==> config.mk <==
export PLATFORM = sky130hd
export DESIGN_NAME = process_mode_transition_guard_core_flat
export DESIGN_NICKNAME = d
export VERILOG_FILES = /design/src/design/pmtg_pkg.sv /design/src/design/pmtg_if.sv /design/src/design/pmtg_eval.sv /design/src/design/process_mode_transition_guard_core.sv /design/src/flat_wrapper.sv
export SDC_FILE = /design/constraint.sdc
export NUM_CORES = 1
export LEC_CHECK = 0
export ABC_AREA = 1
export BUFFER_PORTS_ARGS = -buffer_cell sky130_fd_sc_hd__buf_2
export CORE_ASPECT_RATIO = 0.6
export CORE_MARGIN = 1.5
export CORE_UTILIZATION = 34
export DETAILED_ROUTE_END_ITERATION = 10
export PLACE_DENSITY = 0.62
export REMOVE_ABC_BUFFERS = 1
export SYNTH_ARGS = -nofsm -noshare
export SYNTH_HDL_FRONTEND = slang
export SYNTH_SLANG_ARGS = --single-unit
==> constraint.sdc <==
create_clock -name clock -period 5.3 [get_ports clock]
set_clock_uncertainty 0.15 [all_clocks]
set_input_delay 0.53 -clock clock [delete_from_list [all_inputs] [get_ports clock]]
set_output_delay 0.53 -clock clock [all_outputs]
set_load 0.01 [all_outputs]
==> src/design/pmtg_pkg.sv <==
// ----------------------------------------------------------------------------
// pmtg_pkg
// Mode, kind and error codes, payload types and the mode tables of the
// process mode transition guard.
// ----------------------------------------------------------------------------
package pmtg_pkg;

   // Fine process modes
   localparam logic [3:0] MODE_IDLE          = 4'd0;
   localparam logic [3:0] MODE_INJECT_PREP   = 4'd1;
   localparam logic [3:0] MODE_INJECT_RUN    = 4'd2;
   localparam logic [3:0] MODE_INJECT_STAB   = 4'd3;
   localparam logic [3:0] MODE_DRAIN_PREP    = 4'd4;
   localparam logic [3:0] MODE_DRAIN_RUN     = 4'd5;
   localparam logic [3:0] MODE_CLEAN_PREP    = 4'd6;
   localparam logic [3:0] MODE_CLEAN_FILL    = 4'd7;
   localparam logic [3:0] MODE_CLEAN_DRAIN   = 4'd8;
   localparam logic [3:0] MODE_SAMPLE_PREP   = 4'd9;
   localparam logic [3:0] MODE_SAMPLE_ACQ    = 4'd10;
   localparam logic [3:0] MODE_ERROR         = 4'd11;
   localparam logic [3:0] MODE_ESTOP         = 4'd12;
   localparam int         MODE_COUNT         = 13;

   // Coarse modes
   localparam logic [2:0] COARSE_INITIAL = 3'd0;
   localparam logic [2:0] COARSE_INJECT  = 3'd1;
   localparam logic [2:0] COARSE_DRAIN   = 3'd2;
   localparam logic [2:0] COARSE_CLEAN   = 3'd3;
   localparam logic [2:0] COARSE_SAMPLE  = 3'd4;

   // Event kinds
   localparam logic [2:0] KIND_GUARDED = 3'd0;
   localparam logic [2:0] KIND_FORCED  = 3'd1;
   localparam logic [2:0] KIND_ESTOP   = 3'd2;
   localparam logic [2:0] KIND_RECOVER = 3'd3;
   localparam logic [2:0] KIND_SYNC    = 3'd4;

   // Error codes
   localparam logic [1:0] ERR_NONE        = 2'd0;
   localparam logic [1:0] ERR_ILLEGAL     = 2'd1;
   localparam logic [1:0] ERR_NOT_FAULTED = 2'd2;

   typedef struct packed {
      logic [2:0] kind;
      logic [3:0] target_mode;
      logic [2:0] coarse_mode_in;
   } req_type;

   typedef struct packed {
      logic                  accepted;
      logic [1:0]            error_code;
      logic [3:0]            previous_mode;
      logic [3:0]            present_mode;
      logic                  change_notice;
      logic                  coarse_cmd_valid;
      logic [2:0]            coarse_cmd;
      logic [MODE_COUNT-1:0] legal_next_mask;
   } rsp_type;

   // Escape set: idle, error and emergency stop
   localparam logic [MODE_COUNT-1:0] ESC_SET = 13'b1_1000_0000_0001;

   // Legal guarded targets from a given mode
   function automatic logic [MODE_COUNT-1:0] legal_mask(input logic [3:0] mode);
      logic [MODE_COUNT-1:0] m;
      unique case (mode)
         MODE_IDLE:        m = 13'b1_1010_0101_0010;
         MODE_INJECT_PREP: m = ESC_SET | 13'b0_0000_0000_0100;
         MODE_INJECT_RUN:  m = ESC_SET | 13'b0_0000_0000_1000;
         MODE_INJECT_STAB: m = ESC_SET;
         MODE_DRAIN_PREP:  m = ESC_SET | 13'b0_0000_0010_0000;
         MODE_DRAIN_RUN:   m = ESC_SET;
         MODE_CLEAN_PREP:  m = ESC_SET | 13'b0_0000_1000_0000;
         MODE_CLEAN_FILL:  m = ESC_SET | 13'b0_0001_0000_0000;
         MODE_CLEAN_DRAIN: m = ESC_SET | 13'b0_0000_1000_0000;
         MODE_SAMPLE_PREP: m = ESC_SET | 13'b0_0100_0000_0000;
         MODE_SAMPLE_ACQ:  m = ESC_SET;
         MODE_ERROR:       m = 13'b0_0000_0000_0001;
         MODE_ESTOP:       m = 13'b0_0000_0000_0001;
         default:          m = '0;
      endcase
      return m;
   endfunction

   // Coarse mode that a fine mode belongs to
   function automatic logic [2:0] coarse_of(input logic [3:0] mode);
      logic [2:0] c;
      unique case (mode)
         MODE_INJECT_PREP, MODE_INJECT_RUN, MODE_INJECT_STAB: c = COARSE_INJECT;
         MODE_DRAIN_PREP, MODE_DRAIN_RUN:                     c = COARSE_DRAIN;
         MODE_CLEAN_PREP, MODE_CLEAN_FILL, MODE_CLEAN_DRAIN:  c = COARSE_CLEAN;
         MODE_SAMPLE_PREP, MODE_SAMPLE_ACQ:                   c = COARSE_SAMPLE;
         default:                                             c = COARSE_INITIAL;
      endcase
      return c;
   endfunction

   // Fine mode entered when the outside coarse mode changes
   function automatic logic [3:0] fine_of(input logic [2:0] coarse);
      logic [3:0] f;
      unique case (coarse)
         COARSE_INJECT: f = MODE_INJECT_RUN;
         COARSE_DRAIN:  f = MODE_DRAIN_RUN;
         COARSE_CLEAN:  f = MODE_CLEAN_FILL;
         COARSE_SAMPLE: f = MODE_SAMPLE_ACQ;
         default:       f = MODE_IDLE;
      endcase
      return f;
   endfunction

endpackage

==> src/design/pmtg_if.sv <==
// ----------------------------------------------------------------------------
// pmtg channel interfaces
// Request, response and control register write channels, valid/ready.
// ----------------------------------------------------------------------------
interface pmtg_req_if;
   logic       valid;
   logic       ready;
   logic [2:0] kind;
   logic [3:0] target_mode;
   logic [2:0] coarse_mode_in;

   modport source (output valid, kind, target_mode, coarse_mode_in, input ready);
   modport sink   (input valid, kind, target_mode, coarse_mode_in, output ready);
endinterface

interface pmtg_rsp_if;
   logic        valid;
   logic        ready;
   logic        accepted;
   logic [1:0]  error_code;
   logic [3:0]  previous_mode;
   logic [3:0]  present_mode;
   logic        change_notice;
   logic        coarse_cmd_valid;
   logic [2:0]  coarse_cmd;
   logic [12:0] legal_next_mask;

   modport source (output valid, accepted, error_code, previous_mode, present_mode,
                   change_notice, coarse_cmd_valid, coarse_cmd, legal_next_mask,
                   input ready);
   modport sink   (input valid, accepted, error_code, previous_mode, present_mode,
                   change_notice, coarse_cmd_valid, coarse_cmd, legal_next_mask,
                   output ready);
   modport monitor (input valid, ready, accepted, error_code, previous_mode,
                    present_mode, change_notice, coarse_cmd_valid, coarse_cmd,
                    legal_next_mask);
endinterface

interface pmtg_csr_if;
   logic valid;
   logic ready;
   logic coarse_link_enabled;

   modport source (output valid, coarse_link_enabled, input ready);
   modport sink   (input valid, coarse_link_enabled, output ready);
endinterface

==> src/design/pmtg_eval.sv <==
// ----------------------------------------------------------------------------
// pmtg_eval
// Decide one request against the held fine mode and build its response.
// ----------------------------------------------------------------------------
module pmtg_eval (
   input  pmtg_pkg::req_type req,
   input  logic [3:0]        mode,
   input  logic              link_enabled,
   output pmtg_pkg::rsp_type rsp
);

   logic       acc;
   logic [1:0] err;
   logic [3:0] next_mode;
   logic       notice;
   logic       drive;
   logic [3:0] tgt;
   logic       tgt_ok;
   logic [2:0] cin;
   logic [pmtg_pkg::MODE_COUNT-1:0] cur_mask;

   // Emergency stop ignores the target field
   assign tgt      = (req.kind == pmtg_pkg::KIND_ESTOP) ? pmtg_pkg::MODE_ESTOP
                                                        : req.target_mode;
   assign tgt_ok   = (tgt <= pmtg_pkg::MODE_ESTOP);
   assign cin      = (req.coarse_mode_in > pmtg_pkg::COARSE_SAMPLE)
                   ? pmtg_pkg::COARSE_INITIAL : req.coarse_mode_in;
   assign cur_mask = pmtg_pkg::legal_mask(mode);

   always_comb begin
      acc       = 1'b1;
      err       = pmtg_pkg::ERR_NONE;
      next_mode = mode;
      notice    = 1'b0;
      drive     = 1'b0;
      unique case (req.kind) inside
         pmtg_pkg::KIND_GUARDED: begin
            if (!tgt_ok) begin
               acc = 1'b0;
               err = pmtg_pkg::ERR_ILLEGAL;
            end else if (tgt != mode) begin
               if (cur_mask[tgt]) begin
                  next_mode = tgt;
                  notice    = 1'b1;
                  drive     = 1'b1;
               end else begin
                  acc = 1'b0;
                  err = pmtg_pkg::ERR_ILLEGAL;
               end
            end
         end
         pmtg_pkg::KIND_FORCED, pmtg_pkg::KIND_ESTOP: begin
            if (!tgt_ok) begin
               acc = 1'b0;
               err = pmtg_pkg::ERR_ILLEGAL;
            end else begin
               next_mode = tgt;
               notice    = 1'b1;
               drive     = 1'b1;
            end
         end
         pmtg_pkg::KIND_RECOVER: begin
            if (mode == pmtg_pkg::MODE_ERROR || mode == pmtg_pkg::MODE_ESTOP) begin
               next_mode = pmtg_pkg::MODE_IDLE;
               notice    = 1'b1;
               drive     = 1'b1;
            end else begin
               acc = 1'b0;
               err = pmtg_pkg::ERR_NOT_FAULTED;
            end
         end
         pmtg_pkg::KIND_SYNC: begin
            if (pmtg_pkg::coarse_of(mode) != cin) begin
               next_mode = pmtg_pkg::fine_of(cin);
               notice    = 1'b1;
            end
         end
         default: begin
            acc = 1'b0;
            err = pmtg_pkg::ERR_ILLEGAL;
         end
      endcase
   end

   always_comb begin
      rsp                  = '0;
      rsp.accepted         = acc;
      rsp.error_code       = err;
      rsp.previous_mode    = mode;
      rsp.present_mode     = next_mode;
      rsp.change_notice    = notice;
      rsp.coarse_cmd_valid = drive & link_enabled;
      rsp.coarse_cmd       = (drive & link_enabled) ? pmtg_pkg::coarse_of(next_mode)
                                                    : pmtg_pkg::COARSE_INITIAL;
      rsp.legal_next_mask  = pmtg_pkg::legal_mask(next_mode);
   end

endmodule

==> src/design/process_mode_transition_guard_core.sv <==
// ----------------------------------------------------------------------------
// process_mode_transition_guard_core
// Holds the fine process mode and answers each mode request with one
// response carrying the outcome, both modes, notices and the legal mask.
// ----------------------------------------------------------------------------
//
//   channel | dir | modport | carries
//   --------+-----+---------+------------------------------------------------
//   req_ch  | in  | sink    | kind, target_mode, coarse_mode_in
//   rsp_ch  | out | source  | outcome, modes, notice, coarse command, mask
//   csr_ch  | in  | sink    | coarse_link_enabled write
//
// A request is registered on acceptance, evaluated against the held mode and
// written into the response register together with the new mode when it
// advances; one request per cycle is sustained while rsp_ch is ready. The
// held mode register is the only loop; each evaluation sees the mode left by
// the previous request. Reset returns the mode to idle, enables the coarse
// link and empties both stages. A stalled response holds its register and
// backs pressure into the input stage, then to req_ch.
// ----------------------------------------------------------------------------
module process_mode_transition_guard_core (
   input  logic       clock,
   input  logic       reset,
   pmtg_req_if.sink   req_ch,
   pmtg_rsp_if.source rsp_ch,
   pmtg_csr_if.sink   csr_ch
);

   // Input stage
   logic              in_valid_ff;
   logic              in_valid_in;
   pmtg_pkg::req_type in_data_ff;

   // Held state
   logic [3:0] fine_mode_ff;
   logic [3:0] fine_mode_in;
   logic       link_ff;
   logic       link_in;

   // Response stage
   logic              rsp_valid_ff;
   logic              rsp_valid_in;
   pmtg_pkg::rsp_type rsp_data_ff;
   pmtg_pkg::rsp_type eval_rsp;

   logic advance;
   logic req_take;

   // Advance the input stage whenever the response register is free or drains
   assign advance  = in_valid_ff & (~rsp_valid_ff | rsp_ch.ready);
   assign req_take = req_ch.valid & req_ch.ready;

   assign req_ch.ready = ~in_valid_ff | advance;
   assign csr_ch.ready = 1'b1;

   pmtg_eval u_eval (
      .req          (in_data_ff),
      .mode         (fine_mode_ff),
      .link_enabled (link_ff),
      .rsp          (eval_rsp)
   );

   always_comb begin
      in_valid_in  = req_take | (in_valid_ff & ~advance);
      rsp_valid_in = advance | (rsp_valid_ff & ~rsp_ch.ready);
      // Commit the new mode only when the request moves into the response
      fine_mode_in = advance ? eval_rsp.present_mode : fine_mode_ff;
      link_in      = (csr_ch.valid & csr_ch.ready) ? csr_ch.coarse_link_enabled : link_ff;
   end

   always_ff @(posedge clock) begin
      if (reset) begin
         in_valid_ff  <= 1'b0;
         rsp_valid_ff <= 1'b0;
         fine_mode_ff <= pmtg_pkg::MODE_IDLE;
         link_ff      <= 1'b1;
      end else begin
         in_valid_ff  <= in_valid_in;
         rsp_valid_ff <= rsp_valid_in;
         fine_mode_ff <= fine_mode_in;
         link_ff      <= link_in;
      end
   end

   // Payload registers: input loads on acceptance, response on advance; hold otherwise
   always_ff @(posedge clock) begin
      if (req_take) begin
         in_data_ff.kind           <= req_ch.kind;
         in_data_ff.target_mode    <= req_ch.target_mode;
         in_data_ff.coarse_mode_in <= req_ch.coarse_mode_in;
      end
      if (advance) begin
         rsp_data_ff <= eval_rsp;
      end
   end

   // Drive the response channel straight from its register
   assign rsp_ch.valid            = rsp_valid_ff;
   assign rsp_ch.accepted         = rsp_data_ff.accepted;
   assign rsp_ch.error_code       = rsp_data_ff.error_code;
   assign rsp_ch.previous_mode    = rsp_data_ff.previous_mode;
   assign rsp_ch.present_mode     = rsp_data_ff.present_mode;
   assign rsp_ch.change_notice    = rsp_data_ff.change_notice;
   assign rsp_ch.coarse_cmd_valid = rsp_data_ff.coarse_cmd_valid;
   assign rsp_ch.coarse_cmd       = rsp_data_ff.coarse_cmd;
   assign rsp_ch.legal_next_mask  = rsp_data_ff.legal_next_mask;

endmodule

==> src/flat_wrapper.sv <==
// flat-port wrapper written by rule: the top's interface ports become plain ports
module process_mode_transition_guard_core_flat 
  (clock, reset, req_ch_valid, req_ch_kind, req_ch_target_mode, req_ch_coarse_mode_in, req_ch_ready, rsp_ch_valid, rsp_ch_accepted, rsp_ch_error_code, rsp_ch_previous_mode, rsp_ch_present_mode, rsp_ch_change_notice, rsp_ch_coarse_cmd_valid, rsp_ch_coarse_cmd, rsp_ch_legal_next_mask, rsp_ch_ready, csr_ch_valid, csr_ch_coarse_link_enabled, csr_ch_ready);
  pmtg_req_if req_ch_i ();
  pmtg_rsp_if rsp_ch_i ();
  pmtg_csr_if csr_ch_i ();
  input  logic clock;
  input  logic reset;
  input wire logic [$bits(req_ch_i.valid)-1:0] req_ch_valid;
  input wire logic [$bits(req_ch_i.kind)-1:0] req_ch_kind;
  input wire logic [$bits(req_ch_i.target_mode)-1:0] req_ch_target_mode;
  input wire logic [$bits(req_ch_i.coarse_mode_in)-1:0] req_ch_coarse_mode_in;
  output wire logic [$bits(req_ch_i.ready)-1:0] req_ch_ready;
  output wire logic [$bits(rsp_ch_i.valid)-1:0] rsp_ch_valid;
  output wire logic [$bits(rsp_ch_i.accepted)-1:0] rsp_ch_accepted;
  output wire logic [$bits(rsp_ch_i.error_code)-1:0] rsp_ch_error_code;
  output wire logic [$bits(rsp_ch_i.previous_mode)-1:0] rsp_ch_previous_mode;
  output wire logic [$bits(rsp_ch_i.present_mode)-1:0] rsp_ch_present_mode;
  output wire logic [$bits(rsp_ch_i.change_notice)-1:0] rsp_ch_change_notice;
  output wire logic [$bits(rsp_ch_i.coarse_cmd_valid)-1:0] rsp_ch_coarse_cmd_valid;
  output wire logic [$bits(rsp_ch_i.coarse_cmd)-1:0] rsp_ch_coarse_cmd;
  output wire logic [$bits(rsp_ch_i.legal_next_mask)-1:0] rsp_ch_legal_next_mask;
  input wire logic [$bits(rsp_ch_i.ready)-1:0] rsp_ch_ready;
  input wire logic [$bits(csr_ch_i.valid)-1:0] csr_ch_valid;
  input wire logic [$bits(csr_ch_i.coarse_link_enabled)-1:0] csr_ch_coarse_link_enabled;
  output wire logic [$bits(csr_ch_i.ready)-1:0] csr_ch_ready;
  assign req_ch_i.valid = req_ch_valid;
  assign req_ch_i.kind = req_ch_kind;
  assign req_ch_i.target_mode = req_ch_target_mode;
  assign req_ch_i.coarse_mode_in = req_ch_coarse_mode_in;
  assign req_ch_ready = req_ch_i.ready;
  assign rsp_ch_valid = rsp_ch_i.valid;
  assign rsp_ch_accepted = rsp_ch_i.accepted;
  assign rsp_ch_error_code = rsp_ch_i.error_code;
  assign rsp_ch_previous_mode = rsp_ch_i.previous_mode;
  assign rsp_ch_present_mode = rsp_ch_i.present_mode;
  assign rsp_ch_change_notice = rsp_ch_i.change_notice;
  assign rsp_ch_coarse_cmd_valid = rsp_ch_i.coarse_cmd_valid;
  assign rsp_ch_coarse_cmd = rsp_ch_i.coarse_cmd;
  assign rsp_ch_legal_next_mask = rsp_ch_i.legal_next_mask;
  assign rsp_ch_i.ready = rsp_ch_ready;
  assign csr_ch_i.valid = csr_ch_valid;
  assign csr_ch_i.coarse_link_enabled = csr_ch_coarse_link_enabled;
  assign csr_ch_ready = csr_ch_i.ready;
  process_mode_transition_guard_core u_core (.clock(clock), .reset(reset), .req_ch(req_ch_i), .rsp_ch(rsp_ch_i), .csr_ch(csr_ch_i));
endmodule
== After elaboration in Yosys (flattened, before gate mapping) ==
Memory sizes are Yosys's and may differ from the RTL's. A register that Yosys moved wholly into a read port is not among the register bits.
Index checks and enable logic that the tools add are counted.
Word-level totals
  word-level logic and storage cells: 83
  register bits: 30
  bits of input ports: 16
  bits in read-only memories: 512
  memories kept: 4
  output and inout port bits: 32
Memories
  (name not given): depth 16, bits a word 13, rd ports 1, clocked after Yosys merged registers in 1, wr ports 0, RTL line pmtg_pkg.sv:66  | unique case (mode)
  (name not given): depth 16, bits a word 13, rd ports 1, clocked after Yosys merged registers in 1, wr ports 0, RTL line pmtg_pkg.sv:66
  (name not given): depth 16, bits a word 3, rd ports 1, clocked after Yosys merged registers in 1, wr ports 0, RTL line pmtg_pkg.sv:88  | unique case (mode)
  (name not given): depth 16, bits a word 3, rd ports 1, clocked after Yosys merged registers in 1, wr ports 0, RTL line pmtg_pkg.sv:88
Operators by class
  equal/unequal tests: 12
  bitwise gates (word level): 13
  reduce and logical (&&, ||, !) cells: 4
  magnitude comparators: 3
  mux-type cells: 34
Operator list (count)
  4-bit two-way mux: 11
  4-bit case mux with 4 select lines: 2
  3-bit by 2-bit == test with 1-bit output (second input constant): 4
  1-bit two-way mux: 11
  4-bit == test (second input constant): 2
  1-bit case mux with 4 select lines: 2
  2-bit case mux with 4 select lines: 1
  3-bit by 1-bit == test with 1-bit output (second input constant): 2
  3-bit == test (second input constant): 2
  2-bit two-way mux: 3
  3-bit two-way mux: 2
  1-bit bitwise AND: 5
  4-bit by 5-bit < comparator with 1-bit output (second input constant): 1
  1-bit binary-select mux with 4-bit select: 1
  4-bit less-or-equal comparator (second input constant): 1
  4-bit != test: 1
  1-bit inverter: 4
  1-bit OR: 4
  3-bit > comparator (second input constant): 1
  3-bit zero test: 1
  3-bit != test: 1
  1-bit case mux with 3 select lines: 1
  2-bit OR reduction: 1
  1-bit zero test: 1
  1-bit logical OR: 1

== Longest topological paths before layout ==
  word-level depth: 10
  mapped depth: 19

== Modules after synthesis ==
Synthesis repeated with hierarchy kept, for this count alone.
Unflattened totals
  cells, all modules: 318
  area total of the unflattened synthesis: 2718.9 µm²
By module, submodules not included
  process_mode_transition_guard_core: area an instance 1486.4 µm², times used 1, cells each 83, seq. area each 1311.3 µm²
  pmtg_eval: area an instance 1232.4 µm², times used 1, cells each 235, seq. area each 0.0 µm²

== Least setup slack after synthesis ==
Ideal clock, no wire load.
  path kind: flip-flop to flip-flop
  start: register u_core.in_data_ff[9] in the netlist's numbering
  end: register u_core.rsp_ch.coarse_cmd[1] (netlist name)
  library setup time: 0.253 ns
  clock period less this slack: 2.394 ns
  cell stages (with the launch flop): 17
  arrival: 1.991 ns
  path slack: 2.906 ns
  path through: edfxtp_1 > inv_2 > nand3_4 > nand2_2 > inv_1 > nand3_1 > nand3_1 > nand2_4 > nand2_4 > nand2_1 > nand3_1 > nand3_1 > nand2_2 > ha_1 > nand3_1 > o21a_1 > nor2_1
On the way
  longest elaborated chain between the ends: 10
  elaborated cells on any way between the ends: 23
RTL lines
  start, declared: RTL line process_mode_transition_guard_core.sv:32  | pmtg_pkg::req_type in_data_ff;
  3-bit by 2-bit == test with 1-bit output: RTL line pmtg_eval.sv:23  | assign tgt = (req.kind == pmtg_pkg::KIND_ESTOP) ? pmtg_pkg::MODE_ESTOP
  4-bit two-way mux: RTL line pmtg_eval.sv:23
  1-bit binary-select mux with 4-bit select: RTL line pmtg_eval.sv:42  | if (cur_mask[tgt]) begin
  1-bit two-way mux (implied by the code): RTL line pmtg_eval.sv:42
  1-bit two-way mux: RTL line pmtg_eval.sv:42
  1-bit two-way mux: RTL line pmtg_eval.sv:41  | end else if (tgt != mode) begin
  1-bit two-way mux: RTL line pmtg_eval.sv:38  | if (!tgt_ok) begin
  1-bit case mux with 3 select lines: RTL line pmtg_eval.sv:36  | unique case (req.kind) inside
  1-bit bitwise AND: RTL line pmtg_eval.sv:93  | rsp.coarse_cmd = (drive & link_enabled) ? pmtg_pkg::coarse_of(next_mode)
  1-bit zero test (no line)
Parallel ways exist; a longest one is shown, timed or not. The select of a mux whose other input is x is not followed.
A chain may end at the register's enable or synchronous reset.

== Worst setup path after layout ==
  start: register u_core.in_data_ff[9] in the netlist's numbering
  end: register u_core.u_eval.cur_mask[0] (netlist name)
On the way
  longest elaborated chain between the ends: 10
  elaborated cells on any way between the ends: 18
RTL lines (RTL line)
  3-bit by 2-bit == test with 1-bit output: pmtg_eval.sv:23
  4-bit two-way mux: pmtg_eval.sv:23
  1-bit binary-select mux with 4-bit select: pmtg_eval.sv:42
  1-bit two-way mux (implied by the code): pmtg_eval.sv:42
  4-bit two-way mux: pmtg_eval.sv:42
  4-bit two-way mux: pmtg_eval.sv:41
  4-bit two-way mux: pmtg_eval.sv:38
  4-bit case mux with 4 select lines (*): pmtg_eval.sv:36
  4-bit two-way mux (no line) (*) (2 in series)
Every way passes the cells marked *; elsewhere a longest branch is shown, timed or not. The select of a mux whose other input is x is not followed.

==> results.yml <==
status:
  status: "finished, final reports clean"
clock_tree:
  cts_hold_repair.buffers: 0
  htree_levels: 2
  cts_made_buffers: 5
  ctsResizeCount: 0
  cts_buffer_depth: 2
  cts.sinks: 54
  root_buffer: "clkbuf_16"
  post_cts_buffers: 0
  cts_tree: "yes"
  clkTransAtPathRegs_ps: 70
  clock_latency_ps: 300
yosys:
  netlist.area_leader.share_pct: 37.3
  yosysWarningCount: 0
  synthTopCellsByArea: "edfxtp_1 (37%), dfxtp_1 (13%), nand2_1 (9.2%), nand3_1 (6.0%), inv_1 (5.7%)"
  synth_cell_types: 33
  synth_top_area_cell: "edfxtp_1"
  synth_cells: 325
  synth_area_mm2: 0.00282
  syn_area_per_cell_um2: 8.68
  yosysMostFrequentCell: "nand2_1"
  synth_seq_cells: 54
  synth_edf_count: 35
  yosys-top-cells-count: "nand2_1 (69), inv_1 (43), edfxtp_1 (35), nand3_1 (34), nor2_1 (32)"
  ys.flop_type: "edfxtp_1"
  ys_async_sr_fraction_pct: 0
  ys_seq_area_share_pct: 50.8
setup_path:
  required_ps: 5340
  end_kind: "register"
  crit_fanout: 9
  crit_arrival_ps: 2830
  crit_family: "simple AND/OR/NAND/NOR gates"
  crit_path_top_delay_cell: "edfxtp_1"
  path_buf_inv: 1
  rrSetupSlack_ps: 2510
  startpoint_type: "register"
  worstReg2RegStart: "u_core.in_data_ff[9]"
  slowest_delay_ps: 460
  cp_cell_sequence: "inv_2, nand3_4, o21ai_2, nand2_1, nor2_1, nor2_2, nand2_4, nand2_4, nand2_1, nand3_1, nand3_1, nand2_2, nand2_1, nand2_1, ha_1, o21ai_1, nand2_1"
  rr_worst_depth: 17
  reg2reg_to: "u_core.u_eval.cur_mask[0]"
  crit_top_cell: "nand2_1"
  crit_type: "register to register"
routing:
  viasPerCell: 4.53
  num_vias: 2175
  antenna_left: 0
  route.detailed.drc: 0
  drt-pass1-iter-count: 4
  drt_iter0_drc: 146
  wl_mm: 6.23
  avgRoutedWirePerCell_um: 13.0
power:
  combPwrFrac_pct: 19.7
  seqPwrFrac_pct: 48.9
  p_int_uw: 726
  irDropWorstVdd_mv: 0.113
  netSwitchingFraction_pct: 29.3
  p_per_area_mw_per_mm2: 313
  switchingPower_uw: 301
  pwr-share-clk_pct: 31.4
  leakage_nw: 1.52
final_layout:
  area_growth_syn_to_layout_pct: 16.3
  antenna_cells: 0
  n_fill_cell: 794
  fin_area_mm2: 0.00328
  multi_input_area_mm2: 0.00114
  regArea_mm2: 0.00143
  drive_above_1_share_pct: 25.0
  fin_nets: 393
die:
  pin_count: 48
  die_x_um: 121
  rows: 25
  core_area_mm2: 0.00795
  dieHeight_um: 73.5
  die_area_mm2: 0.00887
  start_util_pct: 35.5
sta:
  slew_violations: 0
  hold_viol: 0
  relSlewSlack_pct: 20.6
  fin_crit_sh_pct: 52.7
  rsz0062_at_grt: "false"
  finalCriticalPeriod_ps: 2790
  worst_slew_pin_slew_ps: 1190
  totalNegativeSetupSlack_ps: 0
  setup_viol: 0
  fmax_mhz: 358
grt:
  grt_max_degree: 32
  track_usage_pct: 14.7
  gr-total-overflow: 0
  grt_pass1_vias: 1942
  antenna_found_initial: 0
  grt_pass1_wl_mm: 9.82
job:
  max-cap-violations: 0
placement:
  gp_congestion: 0.911
  dpl_cell_area_mm2: 0.00313
  hpwl_mm: 4.84
  numPortBuffers: 46
worst_hold_path:
  hold_start: "req_ch_target_mode[1]"
  hold-path-cell-count: 1
  holdCritPathClass: "input pin to register"
  min_to: "u_core.in_data_ff[4]"
## power groups by stage
stage | clock network [mW] | logic, mW | registers, mW
after floorplan | 0 | 0.138 | 0.514
after global placement | 0 | 0.200 | 0.511
after detailed placement | 0 | 0.201 | 0.511
after CTS | 0.333 | 0.202 | 0.502
after global routing | 0.347 | 0.227 | 0.506
final | 0.323 | 0.202 | 0.502
## cells by family after synthesis
logic type / count (synthesis) / share of synthesized area [%]
buf+inv: 59 / 8.78
fa+ha+maj: 6 / 2.66
simple gates: 171 / 29.9
xor+xnor: 5 / 1.55
other cells: 1 / 0.133
flops: 54 / 50.8
compound gates: 29 / 6.21
## per-layer routing
| metal | up-vias | GRT usage (%) | routed length, um |
|---|---|---|---|
| met3 | 7 | 4.11 | 453 |
| met1 | 950 | 22.7 | 3270 |
| li1 | 1148 | - | - |
| met4 | 0 | 4.31 | 76 |
| met5 | - | 0 | 0 |
| met2 | 70 | 19.6 | 2430 |
## sequential cells by signal, indices dropped and copies added, names as in the netlist, 2 cells and up, named ones only
name,cells
u_core.rsp_ch.previous_mode,4
u_core.rsp_ch.present_mode,4
u_core.rsp_ch.coarse_cmd,3
u_core.fine_mode_ff,4
u_core.rsp_ch.error_code,2
u_core.rsp_ch.legal_next_mask,9
u_core.u_eval.cur_mask,9
u_core.in_data_ff,10
## worst max path at each step
stage	from	slack (ps)	end	depth (start not counted)
after floorplan	u_core.in_data_ff[9]	2910	u_core.rsp_ch.coarse_cmd[1]	16
after global placement	rsp_ch_ready	2500	register	11
after detailed placement	rsp_ch_ready	2380	u_core.u_eval.cur_mask[0]	11
after CTS	u_core.in_data_ff[9]	2510	u_core.u_eval.cur_mask[0]	17
after global routing	u_core.in_data_ff[0]	2250	u_core.u_eval.cur_mask[0]	17
final	u_core.in_data_ff[9]	2510	u_core.u_eval.cur_mask[0]	17
## layout by cell type, fill, tap and decap left out, types with 2 or more instances in the layout
master     instances
clkinv_4           2
dfxtp_1           19
nor2_2             3
nand2_4            5
nand3_4            3
inv_2              9
a21oi_1           11
ha_1               6
nor2_1            32
nand3_1           34
buf_2             46
o21ai_0            8
inv_1             43
nand3_2            3
nor3_2             2
xor2_1             4
clkbuf_16          5
nand2_1           69
nor3_1             7
edfxtp_1          35
o21ai_1            2
nand2_2           11
o211ai_1           2
## per-stage QoR
stage / std cells / hold WS [ps] / utilization [%] / power, mW / setup slack (ps)
final: 480 / 256 / 41.3 / 1.03 / 2510
after global routing: 480 / 246 / 41.3 / 1.08 / 2250
after CTS: 480 / 251 / 41.3 / 1.04 / 2510
after detailed placement: 472 / 315 / 39.4 / 0.712 / 2380
after global placement: 472 / 301 / 39.4 / 0.711 / 2500
after floorplan: 318 / 287 / - / 0.652 / 2910
## final cells by class
| cell class | instances | area share (%) |
|---|---|---|
| well taps | 108 | 4.12 |
| repair buffers | 46 | 7.02 |
| clock buffers | 5 | 3.82 |
| multi-input cells | 212 | 34.8 |
| flip-flops and latches | 54 | 43.6 |
| clock inverters | 3 | 0.649 |
| inverters | 52 | 5.95 |
(Power assumes the default switching activity.)
